File: src/rtl/core/bmg_pkg.sv
`default_nettype none
// ----------------------------------------------------------------------------
// bmg_pkg
// Shared constants and types for the Box-Muller Gaussian sample pipeline.
// ----------------------------------------------------------------------------
package bmg_pkg;

  localparam int LOG_FRAC    = 24;
  localparam int NUM_TERMS   = 5;
  localparam int RECIP_SHIFT = 36;
  localparam int RECIP_W     = 36;

  localparam logic [32:0] LN2_X2     = 33'd5954088944;
  localparam logic [32:0] TWO_PI_Q30 = 33'd6746518852;
  localparam logic [30:0] ONE_Q30    = 31'h4000_0000;

  localparam int unsigned TERM_DIV [NUM_TERMS] = '{110, 72, 42, 20, 6};

  typedef enum logic [0:0] {
    REG_MEAN      = 1'b0,
    REG_DEVIATION = 1'b1
  } reg_idx_t;

  typedef struct packed {
    logic [30:0] theta;
    logic [31:0] t;
    logic [30:0] h;
  } sin_bus_t;

endpackage
`default_nettype wire

File: src/rtl/core/bmg_log_cell.sv
`default_nettype none
// ----------------------------------------------------------------------------
// bmg_log_cell
// One bit of log2 by repeated squaring of a Q1.30 mantissa.
// ----------------------------------------------------------------------------
module bmg_log_cell #(
  parameter int K_W = 5
) (
  input  logic                         clk,
  input  logic                         en,
  input  logic [30:0]                  y_i,
  input  logic [bmg_pkg::LOG_FRAC-1:0] frac_i,
  input  logic [K_W-1:0]               k_i,
  output logic [30:0]                  y_o,
  output logic [bmg_pkg::LOG_FRAC-1:0] frac_o,
  output logic [K_W-1:0]               k_o
);
  import bmg_pkg::*;

  logic [61:0]         sq;
  logic [31:0]         ys;
  logic [30:0]         y_r;
  logic [LOG_FRAC-1:0] frac_r;
  logic [K_W-1:0]      k_r;

  assign sq = 62'(y_i) * 62'(y_i);
  assign ys = sq[61:30];

  always_ff @(posedge clk) begin
    if (en) begin
      if (ys[31]) begin
        y_r    <= ys[31:1];
        frac_r <= {frac_i[LOG_FRAC-2:0], 1'b1};
      end else begin
        y_r    <= ys[30:0];
        frac_r <= {frac_i[LOG_FRAC-2:0], 1'b0};
      end
      k_r <= k_i;
    end
  end

  assign y_o    = y_r;
  assign frac_o = frac_r;
  assign k_o    = k_r;
endmodule
`default_nettype wire

File: config.mk
export PLATFORM = sky130hd
export DESIGN_NAME = bmg_log_cell
export DESIGN_NICKNAME = d
export VERILOG_FILES = /design/src/rtl/core/bmg_pkg.sv /design/src/rtl/core/bmg_log_cell.sv
export SDC_FILE = /design/constraint.sdc
export NUM_CORES = 2
export LEC_CHECK = 0
export BUFFER_PORTS_ARGS = -buffer_cell sky130_fd_sc_hd__buf_2
export CAP_MARGIN = 20
export CORE_MARGIN = 5
export CORE_UTILIZATION = 40
export CTS_BUF_LIST = sky130_fd_sc_hd__clkbuf_8 sky130_fd_sc_hd__clkbuf_16
export DETAILED_ROUTE_END_ITERATION = 10
export PLACE_DENSITY = 0.57
export SLEW_MARGIN = 20
export SYNTH_ARGS = -nofsm -noshare
export SYNTH_HDL_FRONTEND = slang
export SYNTH_SLANG_ARGS = --single-unit
export TNS_END_PERCENT = 1
File: constraint.sdc
create_clock -name clk -period 16.7 [get_ports clk]
set_input_delay 3.34 -clock clk [delete_from_list [all_inputs] [get_ports clk]]
set_output_delay 3.34 -clock clk [all_outputs]
set_load 0.1 [all_outputs]
==> flow_summary.ini <==
[clock_network]
clockBufferDepth = 2
post_cts_buffers = 0
clk_pin_slew_ps = 60
cts.sinks = 60
htreeDepth = 3
cts_tree = built
cts_buffers = 9
ctsHoldBuffers = 0
clockRootBuffer = clkbuf_16
post_cts_resized = 0

[global_route]
track_usage_pct = 18.9
grt_overflow = 0
grt_pass1_vias = 21600
grt_pass1_wl_mm = 117
grt_max_degree = 61
antenna_found_initial = 0

[routing]
drt_iter0_drc = 790
drt_wl_total_mm = 70.9
drc_errors = 0
first_pass_iters = 4
ant_nets = 0
viasPerCell = 4.80
vias = 19100
routedWlPerCell_um = 17.8

[critical_path]
critPathLaunch = y_i[15]
endpoint_kind = register
required_ps = 16780
worstPathArrival_ps = 12140
critPathKind = in2reg
cp_max_fo = 25
crit_path_end = y_o[28]$_DFFE_PP_
worst_setup_path_start_kind = input port

[sta]
fmax_mhz = 82.9
fin_setup_tns_ps = 0
setup_viol = 0
hold_viol = 0
worst_slew_pin_slew_ps = 931
rsz0062_at_grt = false
relSlewSlack_pct = 37.9
slew_viol_final = 0
post-route-period-util_pct = 72.2
min_period_ps = 12060

[yosys]
synth.yosys.warnings = 0
syn_area_um2 = 29100
synth_cells = 2990
muxShareOfSynthArea_pct = 1.25
ys_seq_area_share_pct = 6.20
ys_types = 66
synth_edf_count = 60
yosys_most_used_dff = edfxtp_1
ys_ff_latch = 60
synth_simple_gate_area_share_pct = 10.1
synth.net_count = 4068
synth-async-reset-ratio_pct = 0
synth_compound_area_share_pct = 4.25
synth_xor_area_share_pct = 1.87
synth_top_family_by_area = adder cells
yosys.area_share.adder_pct = 63.1
syn_area_per_cell_um2 = 9.72

[final_layout]
nets = 4102
final_cell_mix = 908 x inv_1, 747 x fa_1, 301 x nand2_1
final_common_cell = inv_1
seq_area_um2 = 1800
syn2layout_area_growth_pct = 6.18
fill_cells = 7121
drive_above_1_share_pct = 6.11
multi_input_area_um2 = 23400

[die]
die-area_um2 = 78100
io_pins = 122
core_area_um2 = 71700
num_rows = 98
dieWidth_um = 280
dieHeight_um = 280
initial_core_util_pct = 40.5

[placement]
gp_congestion = 0.839
hpwlAfterDp_mm = 57.0
io_buffers = 120

[min_path]
hp-class = in2reg
worstHoldPathCells = 1
min_from = frac_i[4]

[outcome]
outcome = finished, final reports clean

[job]
max_cap_violations = 0
## state kept, by name, indices dropped and copies added (netlist names)
signal,flops
y_o,31
frac_o,24
k_o,5
## per-layer routing
metal  GRT usage [%]  routed length, um  vias to the layer above
li1                -                  -                     8784
met1            25.1              30200                     9952
met2            34.2              37200                      312
met3            1.93               2310                       70
met4            3.08               1210                        0
met5               0                  0                        -
## area by class of cell
cell class	instances	share of cell area, %
clock buffers	9	0.730
well taps	950	3.85
repair buffers	133	2.33
clock inverters	7	0.320
multi-input cells	1910	75.8
flip-flops and latches	60	5.84
inverters	910	11.1
diodes	1	0.00811
## synth_stat cells, drive strengths merged (2+ instances only)
cell type  instances  area share (%)
nor3b              2           0.069
nand4             16            0.37
nor4               4           0.086
nor2              60            0.78
a31o               4            0.12
a211o              2           0.060
mux2              12            0.59
o211ai            12            0.33
a211oi             5            0.13
nand3              9            0.16
ha               269              12
a2111oi            3            0.16
clkbuf            99             1.3
o41ai              2           0.060
nor3               8            0.14
or2                5            0.11
o221ai             3           0.090
o31ai              4            0.12
buf               11            0.24
and4               2           0.060
nor2b              9            0.19
edfxtp            60             6.2
a21oi             67             1.2
nand2b             4           0.086
o21a               3           0.078
fa               747              51
xor2              28            0.84
xnor2             34             1.0
or3                2           0.043
o22ai              2           0.043
mux2i             19            0.65
o21bai            10            0.26
inv              909              12
and2             187             4.0
nand2            301             3.9
a31oi              5            0.11
a21boi             2           0.052
and3               3           0.065
o2111ai            2           0.060
a21o              16            0.41
o21ai             36            0.62
a22oi              2           0.052
## logic make-up after synthesis
kind of cell             after synthesis
AO/OA/AOI/OAI                        188
flip-flops                            60
AND/OR/NAND/NOR                      613
multiplexers                          31
XOR/XNOR                              62
buffers and inverters               1020
adder cells (fa/ha/maj)             1016
## worst min path at each step
| stage | to | slack, ps |
|---|---|---|
| floorplan | frac_o[10]$_DFFE_PP_ | 3440 |
| global placement | frac_o[7]$_DFFE_PP_ | 3520 |
| detailed placement | k_o[0]$_DFFE_PP_ | 3520 |
| CTS | frac_o[23]$_DFFE_PP_ | 3170 |
| global route | k_o[0]$_DFFE_PP_ | 3160 |
| finish | frac_o[5]$_DFFE_PP_ | 3180 |
## worst max-delay path, stage by stage
cell and delay [ps]:
buf_2 70, buf_4 380, clkinv_1 490, nor2_1 460, fa_1 510, fa_1 540, inv_1 60, fa_1 590
fa_1 480, fa_1 550, inv_1 50, fa_1 390, fa_1 540, fa_1 440, ha_1 390, a21oi_2 270
o21ai_1 130, a21oi_2 190, nand2_1 120, o211ai_2 360, nand4_2 210, a2111oi_4 390, nor3b_2 150, nor2_4 450
buf_16 240, mux2_4 310
## stage by stage
| stage | instances | instance area, um2 | util [%] | setup WS [ps] | hold WS [ps] |
|---|---|---|---|---|---|
| 3_5_place_dp | 3962 | 30500 | 42.5 | 4010 | 3520 |
| 3_3_place_gp | 3962 | 30500 | 42.5 | 4060 | 3520 |
| 6_report | 3980 | 30800 | 43.0 | 4640 | 3180 |
| 5_1_grt | 3979 | 30800 | 43.0 | 4280 | 3160 |
| 2_1_floorplan | 2990 | 29100 | - | 6010 | 3440 |
| 4_1_cts | 3978 | 30800 | 43.0 | 4330 | 3170 |
Power is left out: the tool's default activity adds up to more than one toggle a clock period on the data nets, which glitch-free logic cannot reach.
