**src/rtl/core/bmg_norm_cell.sv**
```systemverilog
`default_nettype none
// ----------------------------------------------------------------------------
// bmg_norm_cell
// One step of the leading-zero normalizer: shift by a fixed span when clear.
// ----------------------------------------------------------------------------
module bmg_norm_cell #(
  parameter int W     = 32,
  parameter int K_W   = 5,
  parameter int SHIFT = 16
) (
  input  logic           clk,
  input  logic           en,
  input  logic [W-1:0]   a_i,
  input  logic [K_W-1:0] k_i,
  output logic [W-1:0]   a_o,
  output logic [K_W-1:0] k_o
);
  logic [W-1:0]   a_r;
  logic [K_W-1:0] k_r;
  logic           clear;

  assign clear = (a_i[W-1 -: SHIFT] == '0);

  always_ff @(posedge clk) begin
    if (en) begin
      if (clear) begin
        a_r <= a_i << SHIFT;
        k_r <= k_i + K_W'(SHIFT);
      end else begin
        a_r <= a_i;
        k_r <= k_i;
      end
    end
  end

  assign a_o = a_r;
  assign k_o = k_r;
endmodule
`default_nettype wire

```
**config.mk**
```make
export PLATFORM = sky130hd
export DESIGN_NAME = bmg_norm_cell
export DESIGN_NICKNAME = d
export VERILOG_FILES = /design/src/rtl/core/bmg_norm_cell.sv
export SDC_FILE = /design/constraint.sdc
export NUM_CORES = 1
export LEC_CHECK = 0
export ABC_AREA = 1
export BUFFER_PORTS_ARGS = -buffer_cell sky130_fd_sc_hd__buf_4
export CAP_MARGIN = 20
export CORE_ASPECT_RATIO = 0.75
export CORE_MARGIN = 1
export CORE_UTILIZATION = 49
export CTS_CLUSTER_DIAMETER = 200
export CTS_CLUSTER_SIZE = 8
export DETAILED_ROUTE_END_ITERATION = 6
export PLACE_DENSITY = 0.88
export SLEW_MARGIN = 15
export SYNTH_ARGS = -nofsm -noshare
export SYNTH_HDL_FRONTEND = slang
export SYNTH_SLANG_ARGS = --single-unit
```
**constraint.sdc**
```tcl
create_clock -name clk -period 2.42 [get_ports clk]
set_input_delay 0.121 -clock clk [delete_from_list [all_inputs] [get_ports clk]]
set_output_delay 0.121 -clock clk [all_outputs]
set_load 0.1 [all_outputs]
```
==> insert_results.sql <==
INSERT INTO impl_metrics (metric_group, metric, value, unit) VALUES
('clock_network', 'clk_path_buf_depth', '2', ''),
('clock_network', 'root_buffer', 'sky130_fd_sc_hd__clkbuf_8', ''),
('placed_design', 'numPlacedInstances', '233', ''),
('yosys', 'post_synth_num_cell_types', '11', ''),
('yosys', 'mapped_avg_cell_area', '12.5', 'um^2'),
('worst_setup_path', 'timing.critical_path.from', 'a_i[20]', ''),
('detailed_routing', 'detail_route.wirelength', '3.36', 'mm'),
('detailed_routing', 'first_iter_violations', '83', ''),
('die', 'core.rowCount', '17', ''),
('global_routing', 'number_of_antenna_violations_at_the_first_check_in_global_routing', '0', ''),
('sta', 'setup_tns', '0', 'ns'),
('detailed_routing', 'dr_total_vias', '1193', ''),
('detailed_routing', 'drt_pre_antenna_iters', '4', ''),
('yosys', 'synth_edf_count', '37', ''),
('sta', 'maxSlewViolCount', '0', ''),
('hold_path', 'critical_hold_path_startpoint', 'k_i[0]', ''),
('die', 'placeableCoreArea', '3000', 'um^2'),
('yosys', 'synth.area.top_cells', 'sky130_fd_sc_hd__edfxtp_1 71%, sky130_fd_sc_hd__nand2_1 5.5%, sky130_fd_sc_hd__nand3_1 5.4%', ''),
('die', 'die_area', '3430', 'um^2'),
('clock_network', 'cts_buffers', '5', ''),
('die', 'boundary_pins', '76', ''),
('die', 'initial_utilization', '52.3', '%'),
('detailed_routing', 'detail_route.wl_per_cell', '13.9', 'um'),
('outcome', 'outcome', 'complete, no violations', ''),
('power', 'vdd_drop_max', '0.451', 'mV'),
('detailed_routing', 'drcViolationCount', '0', ''),
('worst_setup_path', 'worst_ep_required_time', '2.40', 'ns'),
('final_layout', 'syn2layout_area_growth', '42.7', '%'),
('yosys', 'syn_inst', '126', ''),
('worst_setup_path', 'cp_arrival', '1.29', 'ns'),
('yosys', 'seq_area_frac_synth', '70.8', '%'),
('final_layout', 'instances_no_fill', '241', ''),
('global_routing', 'grt_pass1_vias', '1133', ''),
('sta', 'slew_headroom', '54.1', '%'),
('clock_network', 'clock_sinks', '37', ''),
('yosys', 'postSynthRegisterBits', '37', ''),
('worst_setup_path', 'startpoint_type', 'input pin', ''),
('flow_run', 'timing.max_cap.violations', '0', ''),
('worst_setup_path', 'critPathKind', 'input pin to register', ''),
('sta', 'final.period_utilization', '53.8', '%'),
('yosys', 'ys.warnings.count', '0', ''),
('global_routing', 'global_route_wire_length_before_repair', '5.09', 'mm'),
('sta', 'finalSetupViolations', '0', ''),
('final_layout', 'fillers', '218', ''),
('clock_network', 'ctsResizeCount', '0', ''),
('power', 'p_seq_share', '42.5', '%'),
('hold_path', 'hold_path.class', 'input pin to register', ''),
('yosys', 'post_synth_instance_area', '1570', 'um^2'),
('yosys', 'synth.top_cells.by_count', '37 x sky130_fd_sc_hd__edfxtp_1, 23 x sky130_fd_sc_hd__nand2_1, 17 x sky130_fd_sc_hd__inv_1, 17 x sky130_fd_sc_hd__nand3_1, 10 x sky130_fd_sc_hd__a21boi_0', ''),
('yosys', 'net_count_after_synthesis', '165', ''),
('power', 'p_leak', '1.00', 'nW'),
('sta', 'grt_setup_unrepaired', 'no', ''),
('clock_network', 'clk_transition_reported_paths', '0.07', 'ns'),
('detailed_routing', 'drtAntennaViolNets', '0', ''),
('sta', 'hold_viol_final', '0', ''),
('power', 'power_switching_share', '35.6', '%'),
('die', 'chipHeight', '51.0', 'um'),
('sta', 'fmax', '768', 'MHz'),
('worst_setup_path', 'critical_path.max_fanout', '34', ''),
('worst_setup_path', 'worst_setup_path_end_kind', 'register', ''),
('placed_design', 'dpl.hpwl', '2.35', 'mm'),
('power', 'cellPowerDensity', '816', 'nW/um^2'),
('clock_network', 'tritoncts', 'yes', ''),
('placed_design', 'io_buffer_count', '75', ''),
('global_routing', 'gr-total-overflow', '0', ''),
('yosys', 'synth_area_leader_cell', 'sky130_fd_sc_hd__edfxtp_1', ''),
('clock_network', 'cts_setup_buffers', '0', ''),
('power', 'p_int', '1.18', 'mW'),
('detailed_routing', 'drt-vias-per-instance', '4.95', ''),
('sta', 'tightest_slew', '0.687', 'ns'),
('final_layout', 'insertedDiodeCount', '0', '');
-- final timing paths --
path                               endpoint  slack (ns)  cells after the start
worst max-delay path  a_o[15]$_SDFFCE_PN0P_        1.12                      5
worst min-delay path       k_o[0]$_DFFE_PP_        0.01                      1
-- power by group through the flow --
| stage | logic [mW] | registers, mW | clock network, mW |
|---|---|---|---|
| after floorplan | 0.0256 | 1.15 | 0 |
| after global placement | 0.528 | 0.788 | 0 |
| after detailed placement | 0.534 | 0.791 | 0 |
| after CTS | 0.535 | 0.778 | 0.523 |
| after global routing | 0.549 | 0.782 | 0.540 |
| final | 0.533 | 0.777 | 0.517 |
-- layout make-up --
type	instances	area, um^2	area share [%]
Inverter	17	63.8	2.85
Clock inverter	3	41.3	1.84
Tap cell	38	47.5	2.12
Timing Repair Buffer	75	563	25.1
Multi-Input combinational cell	66	344	15.4
Sequential cell	37	1110	49.6
Clock buffer	5	68.8	3.07
-- layer usage --
metal / track usage, % / vias to the layer above / wire length, um
li1: - / 579 / -
met1: 26.0 / 536 / 1390
met2: 32.7 / 67 / 1580
met3: 6.25 / 11 / 317
met4: 11.0 / 0 / 69
met5: 0 / - / 0
-- stage by stage --
| step | power (mW) | instance area [um^2] | setup slack, ns |
|---|---|---|---|
| 3_3_place_gp | 1.32 | 2130 | 0.925 |
| 4_1_cts | 1.84 | 2240 | 1.13 |
| 2_1_floorplan | 1.18 | 1570 | 1.39 |
| 3_5_place_dp | 1.32 | 2130 | 0.834 |
| 6_report | 1.83 | 2240 | 1.12 |
| 5_1_grt | 1.87 | 2240 | 1.01 |
-- placed cells by master (no fill, tap or decap) --
cell type	netlist	routed
sky130_fd_sc_hd__nand2_1	23	23
sky130_fd_sc_hd__clkinvlp_4	0	1
sky130_fd_sc_hd__nand3_1	17	17
sky130_fd_sc_hd__a21boi_1	6	6
sky130_fd_sc_hd__edfxtp_1	37	37
sky130_fd_sc_hd__inv_1	17	17
sky130_fd_sc_hd__clkinv_1	0	1
sky130_fd_sc_hd__bufinv_16	0	1
sky130_fd_sc_hd__buf_4	3	75
sky130_fd_sc_hd__nor2_1	8	8
sky130_fd_sc_hd__a21boi_0	10	10
sky130_fd_sc_hd__nor2_4	2	2
sky130_fd_sc_hd__clkbuf_8	0	5
-- worst max-delay path: stages --
cell	delay [ns]
sky130_fd_sc_hd__buf_4	0.11
sky130_fd_sc_hd__nor2_1	0.14
sky130_fd_sc_hd__nand2_1	0.11
sky130_fd_sc_hd__nor2_4	0.56
sky130_fd_sc_hd__a21boi_0	0.24
-- cells by family (layout without fill, tap and decap cells) --
| group | count (synthesis) | after routing | synth area share, % |
|---|---|---|---|
| buffers and inverters | 23 | 100 | 7.26 |
| AO/OA/AOI/OAI | 16 | 16 | 7.66 |
| flip-flops | 37 | 37 | 70.8 |
| AND/OR/NAND/NOR | 50 | 50 | 14.3 |
-- state kept, by name, indices dropped and copies added (netlist names) --
| signal | cells |
|---|---|
| a_o | 32 |
| k_o | 5 |
No activity file was read; power rests on OpenSTA's default activity.
