File: config.mk
export PLATFORM = sky130hd
export DESIGN_NAME = bmg_sin_cell
export DESIGN_NICKNAME = d
export VERILOG_FILES = /design/src/rtl/core/bmg_pkg.sv /design/src/rtl/core/bmg_sin_cell.sv
export SDC_FILE = /design/constraint.sdc
export NUM_CORES = 2
export LEC_CHECK = 0
export BUFFER_PORTS_ARGS = -buffer_cell sky130_fd_sc_hd__buf_4
export CAP_MARGIN = 20
export CORE_ASPECT_RATIO = 1.5
export CORE_MARGIN = 3
export CORE_UTILIZATION = 36
export CTS_BUF_LIST = sky130_fd_sc_hd__clkbuf_8
export CTS_CLUSTER_DIAMETER = 60
export DETAILED_ROUTE_END_ITERATION = 10
export PLACE_DENSITY = 0.54
export SLEW_MARGIN = 15
export SYNTH_ARGS = -nofsm -noshare
export SYNTH_HDL_FRONTEND = slang
export SYNTH_SLANG_ARGS = --single-unit
File: constraint.sdc
create_clock -name clk -period 9.8 [get_ports clk]
set_clock_uncertainty 0.15 [all_clocks]
set_input_delay 0.49 -clock clk [delete_from_list [all_inputs] [get_ports clk]]
set_output_delay 0.49 -clock clk [all_outputs]
set_load 0.005 [all_outputs]
File: src/rtl/core/bmg_pkg.sv
`default_nettype none
// ----------------------------------------------------------------------------
// bmg_pkg
// Shared constants and types for the Box-Muller Gaussian sample pipeline.
// ----------------------------------------------------------------------------
package bmg_pkg;

  localparam int LOG_FRAC    = 24;
  localparam int NUM_TERMS   = 5;
  localparam int RECIP_SHIFT = 36;
  localparam int RECIP_W     = 36;

  localparam logic [32:0] LN2_X2     = 33'd5954088944;
  localparam logic [32:0] TWO_PI_Q30 = 33'd6746518852;
  localparam logic [30:0] ONE_Q30    = 31'h4000_0000;

  localparam int unsigned TERM_DIV [NUM_TERMS] = '{110, 72, 42, 20, 6};

  typedef enum logic [0:0] {
    REG_MEAN      = 1'b0,
    REG_DEVIATION = 1'b1
  } reg_idx_t;

  typedef struct packed {
    logic [30:0] theta;
    logic [31:0] t;
    logic [30:0] h;
  } sin_bus_t;

endpackage
`default_nettype wire

File: src/rtl/core/bmg_sin_cell.sv
`default_nettype none
// ----------------------------------------------------------------------------
// bmg_sin_cell
// One Horner term of the sine series: h = 1 - ((t*h)>>30)/DIVISOR, 3 stages.
// ----------------------------------------------------------------------------
module bmg_sin_cell #(
  parameter int unsigned DIVISOR = 6
) (
  input  logic              clk,
  input  logic              en,
  input  bmg_pkg::sin_bus_t bus_i,
  output bmg_pkg::sin_bus_t bus_o
);
  import bmg_pkg::*;

  localparam logic [RECIP_W-1:0] RECIP = RECIP_W'((64'd1 << RECIP_SHIFT) / DIVISOR);
  localparam logic [31:0]        DIV_C = 32'(DIVISOR);

  logic [62:0]          prod_nxt;
  logic [62:0]          prod_r;
  sin_bus_t             b1_r;
  logic [31:0]          v;
  logic [RECIP_W+31:0]  mulr_nxt;
  logic [RECIP_W+31:0]  mulr_r;
  logic [31:0]          v_r;
  sin_bus_t             b2_r;
  logic [31:0]          q0;
  logic [31:0]          rem;
  logic [31:0]          q;
  sin_bus_t             b3_r;

  assign prod_nxt = 63'(bus_i.t) * 63'(bus_i.h);
  assign v        = prod_r[61:30];
  assign mulr_nxt = (RECIP_W+32)'(v) * (RECIP_W+32)'(RECIP);
  assign q0       = mulr_r[RECIP_SHIFT +: 32];
  assign rem      = v_r - 32'(q0 * DIV_C);
  assign q        = (rem >= DIV_C) ? q0 + 32'd1 : q0;

  always_ff @(posedge clk) begin
    if (en) begin
      prod_r     <= prod_nxt;
      b1_r       <= bus_i;
      mulr_r     <= mulr_nxt;
      v_r        <= v;
      b2_r       <= b1_r;
      b3_r.theta <= b2_r.theta;
      b3_r.t     <= b2_r.t;
      b3_r.h     <= ONE_Q30 - q[30:0];
    end
  end

  assign bus_o = b3_r;
endmodule
`default_nettype wire

==> results.sh <==
export IMPL_finalHoldViolCount=0
export IMPL_fin_util_pct=40.0
export IMPL_cp_num_buf_inv=6
export IMPL_grt_overflow_total=0
export IMPL_nets=7221
export IMPL_ys_seq_elements=313
export IMPL_slew_violations=0
export IMPL_worstHoldPathCells=1
export IMPL_crit_arrival_ns=9.73
export IMPL_clk_pin_slew_worst_paths_ns=0.06
export IMPL_drtIter0Drc=1611
export IMPL_grt_pass1_wl_um=237000
export IMPL_drv_cap=0
export IMPL_most_common_layout_cells="inv_1, fa_1, nand2_1"
export IMPL_avgSynthCellArea_um2=10.2
export IMPL_insertion_delay_ns=0.73
export IMPL_final_antenna_net_count=0
export IMPL_io_pins=190
export IMPL_fp_row_count=173
export IMPL_min_path_type="in -> reg"
export IMPL_drtPass1Iterations=7
export IMPL_synthMuxAreaShare_pct=0.134
export IMPL_num_vias=37200
export IMPL_regArea_um2=9400
export IMPL_synthArstFlopShare_pct=0
export IMPL_vias_per_cell=4.98
export IMPL_yosys_area_share_adder_pct=52.6
export IMPL_layout_setup_ws_ns=0.330
export IMPL_syn_area_um2=54200
export IMPL_worstMarginPinSlew_ns=1.07
export IMPL_grt_pass1_vias=41700
export IMPL_crit_family="adder cells"
export IMPL_htreeDepth=2
export IMPL_wire_per_inst_um=20.3
export IMPL_die_height_um=481
export IMPL_drcViolationCount=0
export IMPL_status="complete, no violations"
export IMPL_min_period_over_period_pct=96.6
export IMPL_wirelength_um=152000
export IMPL_antenna_found_initial=5
export IMPL_synth_xor_area_share_pct=2.36
export IMPL_drive_gt1_share_pct=7.69
export IMPL_synth_nets=7034
export IMPL_yosys_most_used_dff="edfxtp_1"
export IMPL_ys_seq_area_share_pct=17.3
export IMPL_cp_required_ns=10.06
export IMPL_synth_top_family_by_area="adder cells"
export IMPL_fin_setup_tns_ns=0
export IMPL_yosys_warnings=0
export IMPL_synthSimpleGateAreaFrac_pct=12.7
export IMPL_start_util_pct=36.4
export IMPL_rsz0062_at_grt="false"
export IMPL_critPathLaunchType="input pin"
export IMPL_multi_input_comb_area_um2=39600
export IMPL_grt_start_max_net_pins=177
export IMPL_relSlewSlack_pct=28.5
export IMPL_setup_viol=0
export IMPL_fillers=14700
export IMPL_core_area_um2=149000
export IMPL_grtUsageTotal_pct=20.0
export IMPL_synth_compound_area_share_pct=5.25
export IMPL_cts_tree="yes"
export IMPL_cp_max_fo=22
export IMPL_cp_end_kind="flop"
export IMPL_slowest_stage="fa_1"
export IMPL_place_congestion=0.917
export IMPL_crit_type="in -> reg"
export IMPL_worstSetupPathDepth=31
export IMPL_final_common_cell="inv_1"
export IMPL_yosysUniqueCellTypes=80
export IMPL_design_die_area_um2=155000
export IMPL_slowest_delay_ns=0.64
export IMPL_worst_r2r_path_depth=33
export IMPL_synth_cells=5305
export IMPL_hold_ws_ns=0.0926
export IMPL_rrSetupSlack_ns=0.59
export IMPL_die_w_um=323
export IMPL_cts_buffers=53
export IMPL_io_buffers=189
export IMPL_place_hpwl_um=124000
export IMPL_dp_slack_ns=-0.0977
export IMPL_crit_path_frequent_cell="fa_1"
export IMPL_timing_fmax_mhz=106
export IMPL_synth_edf_count=313
export IMPL_cts_path_max_buffers=3
export IMPL_cts_sink_count=313
export IMPL_syn2layout_area_growth_pct=10.0
export IMPL_root_buffer="clkbuf_8"
export IMPL_min_period_ns=9.47
[registers in the layout (all words and copies together) (netlist names)]
register and count:
b1_r 63, b2_r 63, bus_o 94, mulr_r 30, prod_r 32, v_r 31
[per-layer routing]
metal	vias to the layer above	global-route usage [%]	wire length (um)	share of wire [%]
met3	366	1.72	4680	3.1
met5	-	0	20	0.013
met4	4	12.4	11200	7.4
met2	880	38.7	84500	56
met1	19200	20.5	51200	34
li1	16700	-	-	-
[final timing paths]
check | from | to
setup / recovery | bus_i[41] | prod_r[61]
hold / removal | bus_i[38] | b1_r[38]
setup reg to reg | mulr_r[36] | bus_o[23]
hold reg to reg | b1_r[65] | b2_r[65]
[worst reg2reg max path: cells and delay by family, from the launching register on]
kind,cells,cell delay (ns)
xor+xnor,2,0.32
flops,1,0.39
simple gates,11,3.44
fa+ha+maj,3,0.96
compound gates,17,3.70
[Yosys cell counts, drive strengths merged (4+ instances only)]
cell type	instances	area (um2)
o21a	31	233
o211ai	11	82.6
or4	4	30.0
nand4	24	156
o22ai	4	25.0
fa	1073	21500
o21ai	70	354
o31ai	9	72.6
ha	560	7010
mux2i	5	50.1
nor3b	5	37.5
and2	426	2670
nand3	40	200
a31oi	11	68.8
o21bai	12	90.1
o2111ai	11	96.3
a21oi	120	601
a31o	5	43.8
buf	7	37.5
and3	17	106
a2111oi	9	85.1
nor3	47	240
or3	15	98.8
a21o	60	450
a22oi	4	30.0
nor2b	21	131
nand2b	27	169
edfxtp	313	9400
clkbuf	210	788
a221oi	5	61.3
a211o	5	43.8
nor4	15	130
nand2	646	2430
inv	1163	4370
xor2	49	429
xnor2	97	850
a211oi	15	123
or2	7	43.8
o41ai	7	68.8
nor2	99	372
[what timing repair did]
item | 4_1_cts | 5_1_grt
resized for setup | 1 | 13
setup buffers | 0 | 2
hold endpoints to repair | 37 | 0
setup endpoints to repair | 4 | 16
gates cloned | 0 | 0
pin swaps | 0 | 5
hold buffers | 37 | 0
[cells by family after synthesis]
| group | count (synthesis) |
|---|---|
| xor+xnor | 146 |
| mux | 7 |
| flops | 313 |
| buf+inv | 1380 |
| compound gates | 423 |
| simple gates | 1403 |
| fa+ha+maj | 1633 |
[cell type report]
type | instances | area share [%]
multi-input combinational | 3612 | 66.5
timing repair buffer | 349 | 4.58
clock buffer | 53 | 1.22
antenna | 1 | 0.00420
tap | 1925 | 4.04
inverter | 1163 | 7.32
sequential | 313 | 15.8
clock inverter | 39 | 0.544
[through the flow]
| step | std cells | area, um2 |
|---|---|---|
| floorplan | 5305 | 54200 |
| global placement | 7323 | 58100 |
| detailed placement | 7323 | 58100 |
| CTS | 7452 | 59500 |
| global route | 7455 | 59600 |
| finish | 7455 | 59600 |
Power is left out: the tool's default activity adds up to more than one toggle a clock period on the data nets, which glitch-free logic cannot reach.
