### src/rtl/core/bmg_sqrt_cell.sv
`default_nettype none
// ----------------------------------------------------------------------------
// bmg_sqrt_cell
// One root bit of a digit-by-digit integer square root.
// ----------------------------------------------------------------------------
module bmg_sqrt_cell #(
  parameter int RAD_W  = 56,
  parameter int ROOT_W = 28
) (
  input  logic              clk,
  input  logic              en,
  input  logic [RAD_W-1:0]  rad_i,
  input  logic [ROOT_W+1:0] rem_i,
  input  logic [ROOT_W-1:0] root_i,
  output logic [RAD_W-1:0]  rad_o,
  output logic [ROOT_W+1:0] rem_o,
  output logic [ROOT_W-1:0] root_o
);
  logic [ROOT_W+1:0] rem_n;
  logic [ROOT_W+1:0] trial;
  logic [RAD_W-1:0]  rad_r;
  logic [ROOT_W+1:0] rem_r;
  logic [ROOT_W-1:0] root_r;

  assign rem_n = {rem_i[ROOT_W-1:0], rad_i[RAD_W-1 -: 2]};
  assign trial = {root_i, 2'b01};

  always_ff @(posedge clk) begin
    if (en) begin
      rad_r <= {rad_i[RAD_W-3:0], 2'b00};
      if (rem_n >= trial) begin
        rem_r  <= rem_n - trial;
        root_r <= {root_i[ROOT_W-2:0], 1'b1};
      end else begin
        rem_r  <= rem_n;
        root_r <= {root_i[ROOT_W-2:0], 1'b0};
      end
    end
  end

  assign rad_o  = rad_r;
  assign rem_o  = rem_r;
  assign root_o = root_r;
endmodule
`default_nettype wire

### config.mk
export PLATFORM = sky130hd
export DESIGN_NAME = bmg_sqrt_cell
export DESIGN_NICKNAME = d
export VERILOG_FILES = /design/src/rtl/core/bmg_sqrt_cell.sv
export SDC_FILE = /design/constraint.sdc
export NUM_CORES = 1
export LEC_CHECK = 0
export ABC_AREA = 1
export BUFFER_PORTS_ARGS = -buffer_cell sky130_fd_sc_hd__buf_2
export CORE_MARGIN = 5
export CORE_UTILIZATION = 38
export CTS_CLUSTER_DIAMETER = 80
export CTS_CLUSTER_SIZE = 12
export DETAILED_ROUTE_END_ITERATION = 8
export GPL_ROUTABILITY_DRIVEN = 0
export PLACE_DENSITY_LB_ADDON = 0.15
export SLEW_MARGIN = 20
export SYNTH_ARGS = -nofsm -noshare
export SYNTH_HDL_FRONTEND = slang
export SYNTH_SLANG_ARGS = --single-unit
### constraint.sdc
create_clock -name clk -period 1.95 [get_ports clk]
set_clock_uncertainty 0.1 [all_clocks]
set_input_delay 0.39 -clock clk [delete_from_list [all_inputs] [get_ports clk]]
set_output_delay 0.39 -clock clk [all_outputs]
set_load 0.1 [all_outputs]
==> metrics.md, run 1 <==
| Metric | Value |
|---|---|
| Status | `finished, final reports clean` |
| Yosys reg bits | `112` |
| Clock tree buffer depth | `2` |
| Vias/cell | `between 4 and 5` |
| GRT Residual Overflow | `0` |
| Adder-Cell Fraction of Synth Area | `0.0592` |
| Synth Instances | `721` |
| Die Footprint | `between 15,000 and 20,000 um2` |
| Post-layout util | `0.579` |
| Worst Path Required | `~2 ns` |
| Count leader, synth | `nand2_1` |
| Pwr Density | `slightly below 900 nW/um2` |
| Simple-gate portion of the synthesized area | `0.272` |
| Area grow syn2layout | `50.4%` |
| Hold Path Class | `input pin to flip-flop` |
| Final WL | `between 15 and 20 mm` |
| Vias | `5,714` |
| Mapped cell area | `6340 um2` |
| CP max stage cell | `ha_4` |
| Pins Over Slew Limit | `0` |
| Post-Synth XOR/XNOR Area | `0.0193` |
| Routed wire per std cell | `~15 um` |
| Initial antenna violation count | `0` |
| Critical Path AT | `around 1.9 ns` |
| Crit-path leading delay family | `simple AND/OR/NAND/NOR gates` |
| Hold Path Stages | `1` |
| Yosys cell types | `32` |
| CP Max Fanout | `8` |
| GRT Resource Usage Total | `0.185` |
| Largest net degree at the start of global routing | `approximately 60` |
| CP Depth | `13` |
| DRT antenna net count | `0` |
| Drt initial violations | `321` |
| CTS tree | `done` |
| CP Launch Point | `rem_i[15]` |
| Final setup viols | `0` |
| Std cell rows | `47` |
| Post-synth EDFFs | `between 100 and 150` |
| Final Hold Vio Count | `0` |
| CTS clk-pin slew, worst paths | `about 0.08 ns` |
| Maximum vdd ir drop | `~450 uV` |
| DR pass1 iterations | `5` |
| Clock Sinks | `between 100 and 150` |
| CP max stage delay | `~0.25 ns` |
| RSZ-0062 raised after global routing | `true` |
| Avg Synthesized Cell Area | `8.79 um2` |
| Final #Nets | `roughly 1.2k` |
| Post-synth top area share | `0.530` |
| Largest family of logic cells by synthesized area | `simple AND/OR/NAND/NOR gates` |
| Die Width | `139 um` |
| CTS buffer count | `9` |
| Vias in the first global route | `5,522` |
| Fraction of synthesized area in multiplexers | `0` |
| Synth area leader | `edfxtp_1` |
| CORE AREA | `16,500 um2` |
| Synth warn | `0` |
| CTS H-tree lvls | `3` |
| IO Count | `230` |
| Fin crit period | `approximately 1.9 ns` |
| Synth Area in Compound Gates | `0.0201` |
| Final cycle utilization of the critical path | `0.985` |
| Dominant synthesized flop cell | `edfxtp_1` |
| CTS root buffer | `clkbuf_16` |
| Fmax | `~520 MHz` |
| Max-Cap Viols | `0` |
| Synth top cells by count | `252 x nand2_1, 136 x inv_1, 112 x edfxtp_1` |
| Residual DRC | `0` |
| Synth top area cells | `edfxtp_1 53%, nand2_1 15%, inv_1 8.1%, ha_1 5.9%, nand3_1 4.9%` |
| Starting Density | `0.385` |
| Worst setup SP type | `input pin` |
| Critical path endpoint | `rem_o[15]` |
| Hold Buf Count CTS | `0` |
| Crit path kind | `input pin to flip-flop` |
| CP bufs+invs | `3` |
| Worst-path cell chain | `buf_2, ha_4, nand2_4, inv_2, nand2_1, nand2_2, nand2_1, nand2_2, a21oi_4, nand3_4, clkbuf_16, nand2_2, nand2_1` |
| Post-Route Setup TNS | `0 ns` |
| First-pass GRT wire length | `between 20 and 30 mm` |
| PortBufs | `around 230` |
| Layout cell share with drive strength beyond 1 | `0.472` |
| Seq/Total Area, Yosys | `0.530` |
| Leakage | `between 4 and 5 nW` |
| FFs w/ async S/R, synth | `0` |
| Die Y | `about 140 um` |
| Final HPWL DP | `between 10 and 15 mm` |
| Ant diodes | `0` |
| Endpoint class of the critical path | `flip-flop` |
## where the power goes
| group | switching, mW | internal [mW] |
|---|---|---|
| registers | 0.0576 | 2.93 |
| clock network | 0.935 | 0.903 |
| logic | 2.64 | 0.909 |
| total | 3.63 | 4.74 |
## logic make-up after synthesis
kind of cell    Yosys count
simple gates            390
buf+inv                 151
flops                   112
fa+ha+maj                30
compound gates           23
xor+xnor                 14
other cells               1
## stage by stage
step / setup slack (ns) / cells / total power, mW / area [um2] / hold WS, ns
finish: 0.0291 / 1269 / 8.37 / 9540 / 0.103
CTS: 0.0200 / 1260 / 8.23 / 9070 / 0.0947
global placement: -0.369 / 1244 / 6.35 / 8780 / 0.467
detailed placement: -0.427 / 1244 / 6.38 / 8780 / 0.468
floorplan: -0.0394 / 722 / 5.55 / 6740 / 0.389
global route: -0.0311 / 1269 / 8.76 / 9540 / 0.0869
## placed cells by master, fill, tap and decap left out, drive strengths merged, types with 3 or more instances in the layout
cell and n:
clkbuf 14, nand2 260, edfxtp 112, nand3b 4, clkinv 4, nand3 76, buf 319, nor3 3
a21oi 17, ha 30, xor2 13, nor2 39, nand4 6, inv 140
## how the worst min path moves through the flow
stage	start	endpoint	slack, ns
global route	rad_i[33]	rad_o[35]	0.09
finish	root_i[6]	root_o[7]	0.10
global placement	rad_i[42]	rad_o[44]	0.47
floorplan	rad_i[8]	rad_o[10]	0.39
detailed placement	rad_i[33]	rad_o[35]	0.47
CTS	rad_i[33]	rad_o[35]	0.09
## sequential cells by signal, indices dropped and copies added (netlist names)
| signal | cells |
|---|---|
| rad_o | 54 |
| rem_o | 30 |
| root_o | 28 |
## per-layer routing
metal	track usage	vias to the layer above	share of wire
met5	0	-	0
met4	0.0499	0	0.017
met3	0.0376	20	0.058
met2	0.314	196	0.48
met1	0.241	2555	0.45
li1	-	2943	-
## timing repair
item | 4_1_cts | 5_1_grt
pin swaps | 0 | 35
endpoints found under the setup margin | 13 | 30
gates resized for setup | 1 | 103
cloned | 0 | 4
setup buffers | 0 | 5
## cell type report
type	count	area (um2)
Clock buffer	10	229
Clock inverter	6	66.3
Fill cell	1560	6930
Inverter	139	544
Multi-Input combinational cell	459	3010
Sequential cell	112	3360
Tap cell	220	275
Timing Repair Buffer	323	2050
Power figures use the tool's default switching activity.
==> inputs of run 2 (changes only) <==
Settings changed: PLACE_DENSITY set to 0.65, PLACE_DENSITY_LB_ADDON 0.15 to not set.
==> run 2 against run 1 <==
Against the previous run: via count hardly changed; cell area fell by 2.8%; fmax is 0.38% lower; final cell count fell by 1.1%; global-route usage fell by 0.24 points; critical path depth is 1 lower; critical endpoint is now rem_o[21]; largest power group unchanged.
==> metrics.md, run 2 (synthesis results as in run 1) <==
| Metric | Value |
|---|---|
| CTS clk-pin slew, worst paths | `roughly 0.08 ns` |
| Hold Path Class | `input pin to flip-flop` |
| Die Footprint | `approximately 19,000 um2` |
| Clock Sinks | `112` |
| Clock share of power | `0.221` |
| Normalized max-slew margin | `0.657` |
| IO Count | `230` |
| GRT Residual Overflow | `0` |
| Sw frac | `0.434` |
| Drt initial violations | `approximately 330` |
| Hold Buf Count CTS | `0` |
| Largest net degree at the start of global routing | `between 60 and 70` |
| Final #Nets | `~1.2k` |
| Final Hold Vio Count | `0` |
| GRT Resource Usage Total | `0.182` |
| Leakage | `around 4.6 nW` |
| Max reg flops | `54` |
| Ant diodes | `0` |
| First-pass GRT wire length | `roughly 28 mm` |
| PortBufs | `around 230` |
| Fin crit period | `1.93 ns` |
| Most common cell after layout, fill and taps aside | `buf_2` |
| Die Y | `about 140 um` |
| Switch Pwr | `roughly 3.6 mW` |
| Final WL | `~18 mm` |
| Starting Density | `0.385` |
| Fin cells | `around 1.3k` |
| Fmax | `around 520 MHz` |
| Residual DRC | `0` |
| Clock tree buffer depth | `2` |
| Hold Path Stages | `1` |
| CTS buffer count | `9` |
| Vias/cell | `4.55` |
| Worst Path Required | `about 2 ns` |
| Post-layout util | `0.563` |
| Max-Cap Viols | `0` |
| Pwr Density | `just under 900 nW/um2` |
| Dpl cell area | `around 8600 um2` |
| Status | `finished, final reports clean` |
| Area grow syn2layout | `46.3%` |
| Most frequent cells in the layout | `222 x buf_2, 220 x nand2_1, 117 x inv_1` |
| Die Width | `around 140 um` |
| Routed wire per std cell | `14.7 um` |
| Critical Path AT | `1.95 ns` |
| Pre-CTS WS | `-0.331 ns` |
| CORE AREA | `roughly 16,000 um2` |
| CTS H-tree lvls | `3` |
| Final HPWL DP | `between 10 and 15 mm` |
| Vias in the first global route | `roughly 5.6k` |
| Initial antenna violation count | `0` |
| CTS root buffer | `clkbuf_16` |
| Reg power frac | `0.361` |
| CP Max Fanout | `8` |
| Worst Hold Endpoint | `rad_o[38]` |
| DR pass1 iterations | `5` |
| Combinational Power Share | `0.418` |
| Internal power | `approximately 4.7 mW` |
| Endpoint class of the critical path | `flip-flop` |
| Hold_sp | `rad_i[36]` |
| Vias | `~5.7k` |
| Pins Over Slew Limit | `0` |
| Fillcell total | `1,519` |
| Cells after DPL | `1,228` |
| CP Launch Point | `root_i[17]` |
| Worst Slack Setup Final | `approximately 0.022 ns` |
| Design area | `9280 um2` |
| RSZ-0062 raised after global routing | `true` |
| Final setup viols | `0` |
| Maximum vdd ir drop | `approximately 470 uV` |
| Crit path kind | `input pin to flip-flop` |
| Worst setup SP type | `input pin` |
| Slew @ Worst Pin | `around 0.52 ns` |
| Final Power | `about 8.3 mW` |
| Final cycle utilization of the critical path | `0.989` |
| Layout cell share with drive strength beyond 1 | `0.437` |
| Std cell rows | `47` |
| CTS tree | `done` |
| DRT antenna net count | `0` |
run 2: per-layer routing:
metal / vias to the layer above / global-route usage / part of all wire
met5: - / 0 / 0
met4: 0 / 0.0371 / 0.013
met3: 17 / 0.0524 / 0.074
met2: 203 / 0.329 / 0.50
met1: 2584 / 0.217 / 0.41
li1: 2912 / - / -
run 2: critical path, cell delays in order:
cell	delay (ns)
buf_2	0.10
inv_1	0.08
ha_4	0.22
nand2_1	0.09
nand2_2	0.08
a21oi_2	0.15
nand2_2	0.08
a21oi_2	0.18
nand3_4	0.22
clkbuf_16	0.24
nand3_1	0.07
nand2_1	0.05
run 2: per-stage QoR:
| step | TNS (ns) | hold WS, ns |
|---|---|---|
| 2_1_floorplan | -0.334 | 0.389 |
| 3_3_place_gp | -8.09 | 0.466 |
| 3_5_place_dp | -9.57 | 0.468 |
| 4_1_cts | 0 | 0.0948 |
| 5_1_grt | -0.434 | 0.0843 |
| 6_report | 0 | 0.108 |
run 2: worst max-delay path by stage:
| stage | endpoint | slack (ns) |
|---|---|---|
| final | rem_o[21] | 0.02 |
| after global routing | rem_o[2] | -0.03 |
| after CTS | rem_o[14] | 0.04 |
| after detailed placement | rem_o[17] | -0.33 |
| after global placement | rem_o[26] | -0.29 |
| after floorplan | rem_o[10] | -0.04 |
run 2: cell type report:
class / count / area [um2] / area share
Sequential cell: 112 / 3360 / 0.363
Multi-Input combinational cell: 459 / 2910 / 0.314
Timing Repair Buffer: 309 / 1890 / 0.204
Inverter: 139 / 542 / 0.0584
Tap cell: 220 / 275 / 0.0297
Clock buffer: 10 / 229 / 0.0247
Clock inverter: 6 / 62.6 / 0.00674
run 2: power groups by stage:
stage	sequential [mW]	combinational, mW	clock [mW]
2_1_floorplan	4.71	0.838	0
3_3_place_gp	3.03	3.27	0
3_5_place_dp	3.03	3.30	0
4_1_cts	2.98	3.30	1.89
5_1_grt	3.00	3.64	2.00
6_report	2.98	3.45	1.83
run 2: what timing repair did:
item | CTS | global route
setup buffers | 0 | 7
hold endpoints to repair | 0 | 0
gates resized for setup | 0 | 67
setup endpoints to repair | 0 | 28
==> inputs of run 3 (changes only) <==
Settings changed: ABC_AREA 1 to not set, PLACE_DENSITY 0.65 to 0.67, SKIP_CTS_REPAIR_TIMING set to 1.
==> run 3 against run 2 <==
Against the previous run: the flow now finishes with violations (setup timing); synthesized cell count down 40%; critical path depth unchanged; fmax down 25%; sequential cell count unchanged; synthesized area down 9.5%; power down 0.57%; via count down 18%; combinational power down 2%; global-route usage down 1.2 points; non-clock buffer count up 32; utilization up 0.68 points.
==> metrics.md, run 3 <==
| Metric | Value |
|---|---|
| Status | `complete, but fails checks` |
| Failing checks | `setup timing` |
| Clock share of power | `0.226` |
| Area grow syn2layout | `49.4%` |
| Std cell rows | `45` |
| Post-synth top area share | `0.586` |
| Die Width | `approximately 130 um` |
| Vias | `approximately 4.7k` |
| Routed wire per std cell | `approximately 17 um` |
| Synth Instances | `around 430` |
| Fmax | `slightly below 400 MHz` |
| Die Footprint | `between 15,000 and 20,000 um2` |
| Largest net degree at the start of global routing | `61` |
| Clock tree buffer depth | `2` |
| Post-synth EDFFs | `roughly 110` |
| PortBufs | `between 200 and 250` |
| Leakage | `between 3 and 4 nW` |
| Vias/cell | `~4.9` |
| Residual DRC | `0` |
| Critical Path AT | `approximately 2.6 ns` |
| First-pass GRT wire length | `24.0 mm` |
| Worst setup SP type | `input pin` |
| Starting Density | `0.382` |
| IO Count | `230` |
| Final #Nets | `around 920` |
| Synth area leader | `edfxtp_1` |
| Hold Path Class | `input pin to flip-flop` |
| Internal power | `approximately 4.8 mW` |
| Die Y | `between 100 and 150 um` |
| Pins Over Slew Limit | `0` |
| Avg Synthesized Cell Area | `between 10 and 15 um2` |
| Seq/Total Area, Yosys | `0.586` |
| Clock Sinks | `112` |
| Final WL | `between 15 and 20 mm` |
| CP max stage delay | `between 0.3 and 0.4 ns` |
| CTS root buffer | `clkbuf_16` |
| Most common cell after layout, fill and taps aside | `buf_2` |
| Normalized max-slew margin | `0.632` |
| Sw frac | `0.416` |
| DR pass1 iterations | `4` |
| Ant diodes | `0` |
| RSZ-0062 raised after global routing | `true` |
| Combinational Power Share | `0.411` |
| DRT antenna net count | `0` |
| Final Hold Vio Count | `0` |
| Count leader, synth | `edfxtp_1` |
| Synth top area cells | `edfxtp_1 59%, ha_1 6.5%, mux2_4 6.5%, a21oi_1 2.8%, inv_1 2.6%` |
| Crit path kind | `input pin to flip-flop` |
| Yosys reg bits | `112` |
| Synth warn | `0` |
| GRT Residual Overflow | `0` |
| Dominant synthesized flop cell | `edfxtp_1` |
| Switch Pwr | `3.41 mW` |
| Synth top cells by count | `112 x edfxtp_1, 40 x inv_1, 32 x a21oi_1` |
| Drt initial violations | `around 170` |
| Fin crit period | `approximately 2.6 ns` |
| Layout cell share with drive strength beyond 1 | `0.546` |
| Worst Path Required | `between 1.5 and 2 ns` |
| GRT Resource Usage Total | `0.171` |
| Yosys cell types | `between 50 and 60` |
| CTS clk-pin slew, worst paths | `~0.080 ns` |
| Most frequent cells in the layout | `215 x buf_2, 112 x edfxtp_1, 111 x buf_4` |
| Final HPWL DP | `around 13 mm` |
| Final cycle utilization of the critical path | `1.31` |
| Maximum vdd ir drop | `roughly 450 uV` |
| Max-Cap Viols | `0` |
| Slew @ Worst Pin | `0.538 ns` |
| Worst Slack Setup Final | `-0.610 ns` |
| Pre-CTS WS | `-1.04 ns` |
| CTS tree | `done` |
| Max reg flops | `54` |
| FFs w/ async S/R, synth | `0` |
| Endpoint class of the critical path | `flip-flop` |
| Post-Route Setup TNS | `-17.47 ns` |
| CP bufs+invs | `3` |
| CP Max Fanout | `7` |
| Reg power frac | `0.363` |
| Final setup viols | `31` |
| Pwr Density | `between 900 and 1000 nW/um2` |
| Worst-path cell chain | `buf_8, inv_4, ha_4, and4_4, nand3_4, nor3_4, a211oi_2, a211o_1, nand3_2, a31o_4, clkbuf_16, mux2_4` |
| CORE AREA | `~15,000 um2` |
| CTS buffer count | `9` |
| Mapped cell area | `approximately 5700 um2` |
| Post-layout util | `0.570` |
| CP max stage cell | `a211o_1` |
| CTS H-tree lvls | `3` |
| Crit-path leading delay family | `compound AO/OA/AOI/OAI gates` |
| Initial antenna violation count | `0` |
| Vias in the first global route | `approximately 4.8k` |
[run 3: changes by cell type after synthesis, sizes merged, moves of 8 or more]
cell / change
a21oi: +16
xnor2: +16
xor2: -8
mux2: +26
nor2: -26
nand2: -235
nand3: -65
a21o: +14
o21ai: +11
inv: -98
[run 3: through the flow]
| step | cells | instance area [um2] | power [mW] | hold WS, ns |
|---|---|---|---|---|
| after floorplan | 430 | 5900 | 5.50 | 0.389 |
| after global placement | 939 | 8010 | 6.28 | 0.467 |
| after detailed placement | 939 | 8010 | 6.32 | 0.469 |
| after CTS | 955 | 8310 | 8.17 | 0.0917 |
| after global routing | 964 | 8570 | 8.53 | 0.0856 |
| final | 964 | 8570 | 8.21 | 0.0998 |
[run 3: metal layers]
| layer | global-route usage | wire, um | vias up |
|---|---|---|---|
| met4 | 0.0566 | 252 | 0 |
| met2 | 0.309 | 8310 | 175 |
| met1 | 0.189 | 6120 | 2203 |
| met3 | 0.0536 | 1290 | 17 |
| met5 | 0 | 0 | - |
| li1 | - | - | 2296 |
[run 3: power groups by stage]
stage	logic, mW	clock network, mW	registers, mW
after floorplan	0.794	0	4.70
after global placement	3.25	0	3.03
after detailed placement	3.28	0	3.04
after CTS	3.29	1.90	2.98
after global routing	3.52	2.01	3.00
final	3.37	1.86	2.98
[run 3: logic make-up (layout without fill, tap and decap cells)]
logic type | Yosys count | in the layout | share of synthesized area
flip-flops | 112 | 112 | 0.586
AO/OA/AOI/OAI | 104 | 104 | 0.125
AND/OR/NAND/NOR | 80 | 80 | 0.0728
buffers and inverters | 51 | 397 | 0.0438
adder cells (fa/ha/maj) | 30 | 30 | 0.0654
multiplexers | 29 | 29 | 0.0726
XOR/XNOR | 22 | 22 | 0.0336
other | 1 | 2 | 0.000654
[run 3: final cells by class]
type,instances,area [um2]
Fill cell,1255,6460
Sequential cell,112,3360
Multi-Input combinational cell,267,2340
Timing Repair Buffer,341,2160
Tap cell,188,235
Clock buffer,9,225
Inverter,40,173
Clock inverter,7,73.8
[run 3: path summary, 6_finish.rpt]
check	end	slack, ns	from	cells after the start
worst max-delay path	rem_o[4]	-0.61	root_i[8]	12
worst min-delay path	rad_o[36]	0.1	rad_i[34]	1
